`src/rtl/ptld_pkg.sv`:
```
// Shared constants for the point-to-line distance pipeline.
package ptld_pkg;

  // Default coordinate width and the fixed result geometry.
  localparam int unsigned COORD_WIDTH_DEF = 16;
  localparam int unsigned DIST_W          = 17;
  // Root bits resolved by the cell chain: one overflow bit above the result.
  localparam int unsigned ROOT_W          = DIST_W + 1;
  localparam int unsigned OUT_TDATA_W     = ((DIST_W + 7) / 8) * 8;

  localparam logic [DIST_W-1:0] DIST_MAX = {DIST_W{1'b1}};

endpackage

```
`src/rtl/ptld_cell.sv`:
```
// One root-digit cell: resolves a single bit of the floored distance.
module ptld_cell #(
  parameter int unsigned AW  = 73,
  parameter int unsigned DNW = 35,
  parameter int unsigned BIT = 0
) (
  input  logic                        clk_i,
  input  logic                        rst_ni,
  input  logic                        en_i,
  input  logic                        valid_i,
  input  logic [AW-1:0]               rem_i,
  input  logic [AW-1:0]               prod_i,
  input  logic [DNW-1:0]              den_i,
  input  logic [ptld_pkg::ROOT_W-1:0] root_i,
  input  logic                        degen_i,
  output logic                        valid_o,
  output logic [AW-1:0]               rem_o,
  output logic [AW-1:0]               prod_o,
  output logic [DNW-1:0]              den_o,
  output logic [ptld_pkg::ROOT_W-1:0] root_o,
  output logic                        degen_o
);
  import ptld_pkg::*;

  logic [AW-1:0]     den_ext;
  logic [AW-1:0]     delta;
  logic [AW:0]       diff;
  logic              take;
  logic              valid_q;
  logic [AW-1:0]     rem_q, rem_d;
  logic [AW-1:0]     prod_q, prod_d;
  logic [DNW-1:0]    den_q;
  logic [ROOT_W-1:0] root_q, root_d;
  logic              degen_q;

  // (d + 2^b)^2 * den - d^2 * den = (d*den) << (b+1) + den << 2b
  assign den_ext = AW'(den_i);
  assign delta   = (prod_i << (BIT + 1)) + (den_ext << (2 * BIT));
  assign diff    = {1'b0, rem_i} - {1'b0, delta};
  assign take    = ~diff[AW];

  always_comb begin
    rem_d  = rem_i;
    prod_d = prod_i;
    root_d = root_i;
    if (take) begin
      rem_d       = diff[AW-1:0];
      prod_d      = prod_i + (den_ext << BIT);
      root_d[BIT] = 1'b1;
    end
  end

  always_ff @(posedge clk_i or negedge rst_ni) begin
    if (!rst_ni) begin
      valid_q <= 1'b0;
    end else if (en_i) begin
      valid_q <= valid_i;
    end
  end

  always_ff @(posedge clk_i) begin
    if (en_i) begin
      rem_q   <= rem_d;
      prod_q  <= prod_d;
      den_q   <= den_i;
      root_q  <= root_d;
      degen_q <= degen_i;
    end
  end

  assign valid_o = valid_q;
  assign rem_o   = rem_q;
  assign prod_o  = prod_q;
  assign den_o   = den_q;
  assign root_o  = root_q;
  assign degen_o = degen_q;

endmodule

```
`config.mk`:
```
export PLATFORM = sky130hd
export DESIGN_NAME = ptld_cell
export DESIGN_NICKNAME = d
export VERILOG_FILES = /design/src/rtl/ptld_pkg.sv /design/src/rtl/ptld_cell.sv
export SDC_FILE = /design/constraint.sdc
export NUM_CORES = 1
export LEC_CHECK = 0
export ABC_CLOCK_PERIOD_IN_PS = 1700
export BUFFER_PORTS_ARGS = -buffer_cell sky130_fd_sc_hd__buf_2
export CAP_MARGIN = 25
export CORE_MARGIN = 4
export CORE_UTILIZATION = 45
export DETAILED_ROUTE_END_ITERATION = 10
export HOLD_SLACK_MARGIN = 0.12
export PLACE_DENSITY = 0.66
export REMOVE_ABC_BUFFERS = 1
export SETUP_SLACK_MARGIN = 0.02
export SLEW_MARGIN = 30
export SYNTH_ARGS = -nofsm -noshare
export SYNTH_HDL_FRONTEND = slang
export SYNTH_SLANG_ARGS = --single-unit
```
`constraint.sdc`:
```
create_clock -name clk_i -period 1.7 [get_ports clk_i]
set_input_delay 0.17 -clock clk_i [delete_from_list [all_inputs] [get_ports clk_i]]
set_output_delay 0.17 -clock clk_i [all_outputs]
set_load 0.05 [all_outputs]
```
==> results.py <==
metrics = {
    "clock_network": {
        "cts_root_buf": "clkbuf_16",
        "htree_num_levels": 1,
        "clock_latency_ns": 0.55,
        "cts_sinks": 201,
        "cts_buffers": 26,
        "clock_path_buffers": 3,
        "clkTransAtPathRegs_ns": 0.06,
        "cts_tree": "yes",
    },
    "worst_setup_path": {
        "crit_fanout": 6,
        "critPathMaxStageDelay_ns": 0.57,
        "startpoint_type": "input port",
        "worst-path-buf-inv": 5,
        "crit_family": "simple AND/OR/NAND/NOR gates",
        "reg2reg_to": "valid_o$_DFFE_PN0P_",
        "cp.required_ns": 2.01,
        "path_class": "in -> reg",
        "end_kind": "register",
        "cp.arrival_ns": 5.43,
        "r2r_start": "valid_o$_DFFE_PN0P_",
        "reg2reg_depth": 1,
        "r2r_slack_ns": 0.95,
        "slowest_stage": "or4_4",
    },
    "yosys": {
        "synth_edf_count": 200,
        "ys_warn_count": 0,
        "syn_avg_cell_area_sq_um": 8.96,
        "postSynthCellCount": 1882,
        "post_synth_num_cell_types": 80,
        "ys_seq_elements": 201,
        "synth_async_sr_flop_share": 0.00498,
        "yosys_most_used_dff": "edfxtp_1",
        "ys_seq_area_frac": 0.358,
        "syn_area_sq_um": 16900,
    },
    "timing": {
        "tightest_slew_ns": 0.865,
        "period_share": 3.01,
        "setup_violations": 147,
        "rsz0062_at_grt": "yes",
        "hold_viol": 0,
        "finalSetupTns_ns": -485.15,
        "finClkSkew_ns": 0,
        "fin_crit_ns": 5.12,
        "relSlewSlack": 0.408,
        "max_freq_mhz": 195,
        "drv_slew": 0,
        "fin_ws_ns": -3.42,
    },
    "hold_path": {
        "whs_endpoint": "prod_o[45]$_DFFE_PP_",
        "holdCritStartpoint": "prod_i[45]",
        "hold_path_depth": 4,
        "hp-class": "in -> reg",
    },
    "run_status": {
        "outcome": "finished with violations",
        "violations": "negative setup slack",
    },
    "grt": {
        "grt_pass1_vias": 20700,
        "grt_usage": 0.333,
        "grt_overflow_total": 0,
        "grt_max_degree": 54,
        "grt_pass1_wl_mm": 111,
        "grt_antenna_before_repair": 8,
    },
    "layout": {
        "synthToLayoutAreaGrowth_pct": 79.9,
        "final_nets": 3551,
        "fill_cells": 2106,
        "drive_gt1_frac": 0.473,
        "seq_area_sq_um": 6030,
        "multi_input_area_sq_um": 12000,
    },
    "place": {
        "port_buffers": 404,
        "gp_congestion": 1.02,
        "hpwl_mm": 51.9,
        "place_ws_ns": -4.23,
    },
    "pwr": {
        "power.leakage_nw": 14.0,
        "ir_drop_v": 0.000787,
        "power_density_nw_per_um2": 877,
    },
    "die": {
        "start_util": 0.458,
        "rows": 70,
        "coreArea_sq_um": 36800,
        "die_area_sq_um": 40600,
        "io_pins": 405,
        "die_h_um": 202,
        "fp.dieW_um": 202,
    },
    "drt": {
        "num_vias": 21600,
        "vias_per_cell": 5.85,
        "routed_wl_mm": 82.5,
        "routedWlPerCell_um": 22.3,
        "drcViolationCount": 0,
        "drt_iter0_drc": 1943,
        "final_antenna_net_count": 0,
        "firstDrtPassIters": 7,
    },
    "run": {
        "drv_cap": 0,
    },
}
-- tightest hold or removal path, cell delays in order --
cell    delay (ns)
buf_2         0.11
buf_4         0.11
buf_4         0.09
xor2_1        0.06
-- cells in the mapped netlist, types with 6 or more instances --
cell	number	area share
a211oi_1	16	0.0071
edfxtp_1	200	0.36
o21ai_0	107	0.032
nor2b_1	18	0.0067
nand4_1	52	0.019
clkbuf_1	62	0.014
buf_2	14	0.0042
nand2b_1	17	0.0063
or2_2	8	0.0030
xnor2_1	82	0.043
a211o_1	7	0.0036
o31ai_1	14	0.0062
xor2_1	121	0.063
a21oi_1	200	0.059
nor3_1	37	0.011
a31oi_1	20	0.0074
nor4_1	11	0.0041
inv_1	44	0.0098
and2_1	19	0.0070
o211ai_1	6	0.0027
and3_1	21	0.0078
o21bai_1	29	0.013
or3_1	11	0.0041
o21a_1	19	0.0085
a21boi_0	9	0.0040
nor2_1	199	0.044
nand2_1	166	0.037
nand3_1	42	0.012
a21o_1	85	0.038
buf_4	8	0.0036
ha_1	142	0.11
-- timing repair --
| item | 4_1_cts | 5_1_grt |
|---|---|---|
| hold buffers | 197 | 1 |
| setup buffers | 25 | 35 |
| resized for setup | 174 | 335 |
| endpoints found under the setup margin | 147 | 147 |
| pin swaps | 57 | 89 |
| cloned | 2 | 25 |
| hold endpoints to repair | 211 | 1 |
-- placed cells by master, fill, tap and decap left out, types with 85 or more instances in the layout --
cell,count
a21o_1,85
a21oi_1,156
buf_2,384
buf_4,716
dlygate4sd3_1,198
edfxtp_1,200
ha_1,128
nand2_1,132
nor2_1,123
xor2_1,117
-- sequential cells by signal, summed over array words and instances, names as in the netlist --
name,cells
prod_o,73
valid_o,1
root_o,18
rem_o,73
degen_o,1
den_o,35
-- through the flow --
step	hold slack, ns	total power, W	instance area [sq um]	utilization	cells
after floorplan	-0.126	0.0130	16500	-	1795
after global placement	-0.0549	0.0179	24400	0.664	3360
after detailed placement	-0.0538	0.0181	24400	0.664	3360
after CTS	0.0664	0.0245	28200	0.766	3631
after global routing	0.156	0.0276	30300	0.825	3695
final	0.147	0.0266	30300	0.825	3696
-- kinds of logic after synthesis --
family,synth area share
flops,0.358
fa+ha+maj,0.109
buf+inv,0.0329
simple gates,0.175
xor+xnor,0.105
compound gates,0.218
mux,0.00193
-- metal layers --
layer	vias to the layer above	share of wire	track usage
met5	-	0.00029	0
met4	4	0.058	0.128
met3	377	0.099	0.0530
met2	1406	0.46	0.565
met1	10200	0.38	0.429
li1	9620	-	-
-- where the power goes --
part	switching [W]	internal (W)	total [W]
logic	0.00827	0.00609	0.0144
registers	0.000212	0.00624	0.00645
clock network	0.00245	0.00335	0.00580
total	0.0109	0.0157	0.0266
-- worst max path at each step --
stage	to	cells after the start	slack (ns)	from
after floorplan	prod_o[53]$_DFFE_PP_	21	-5.83	prod_i[12]
after global placement	rem_o[61]$_DFFE_PP_	29	-4.24	den_i[1]
after detailed placement	rem_o[61]$_DFFE_PP_	28	-4.23	den_i[2]
after CTS	rem_o[61]$_DFFE_PP_	27	-3.13	prod_i[1]
after global routing	prod_o[21]$_DFFE_PP_	26	-3.50	prod_i[0]
final	prod_o[21]$_DFFE_PP_	25	-3.42	prod_i[1]
-- cell type report --
cell class / count / area share
Clock inverter: 18 / 0.00606
Clock buffer: 29 / 0.0225
Sequential cell: 201 / 0.199
Inverter: 44 / 0.00544
Multi-Input combinational cell: 1551 / 0.396
Antenna cell: 7 / 0.000577
Timing Repair Buffer: 1378 / 0.352
Tap cell: 468 / 0.0193
Note: power is estimated with default switching activity, not from simulation.
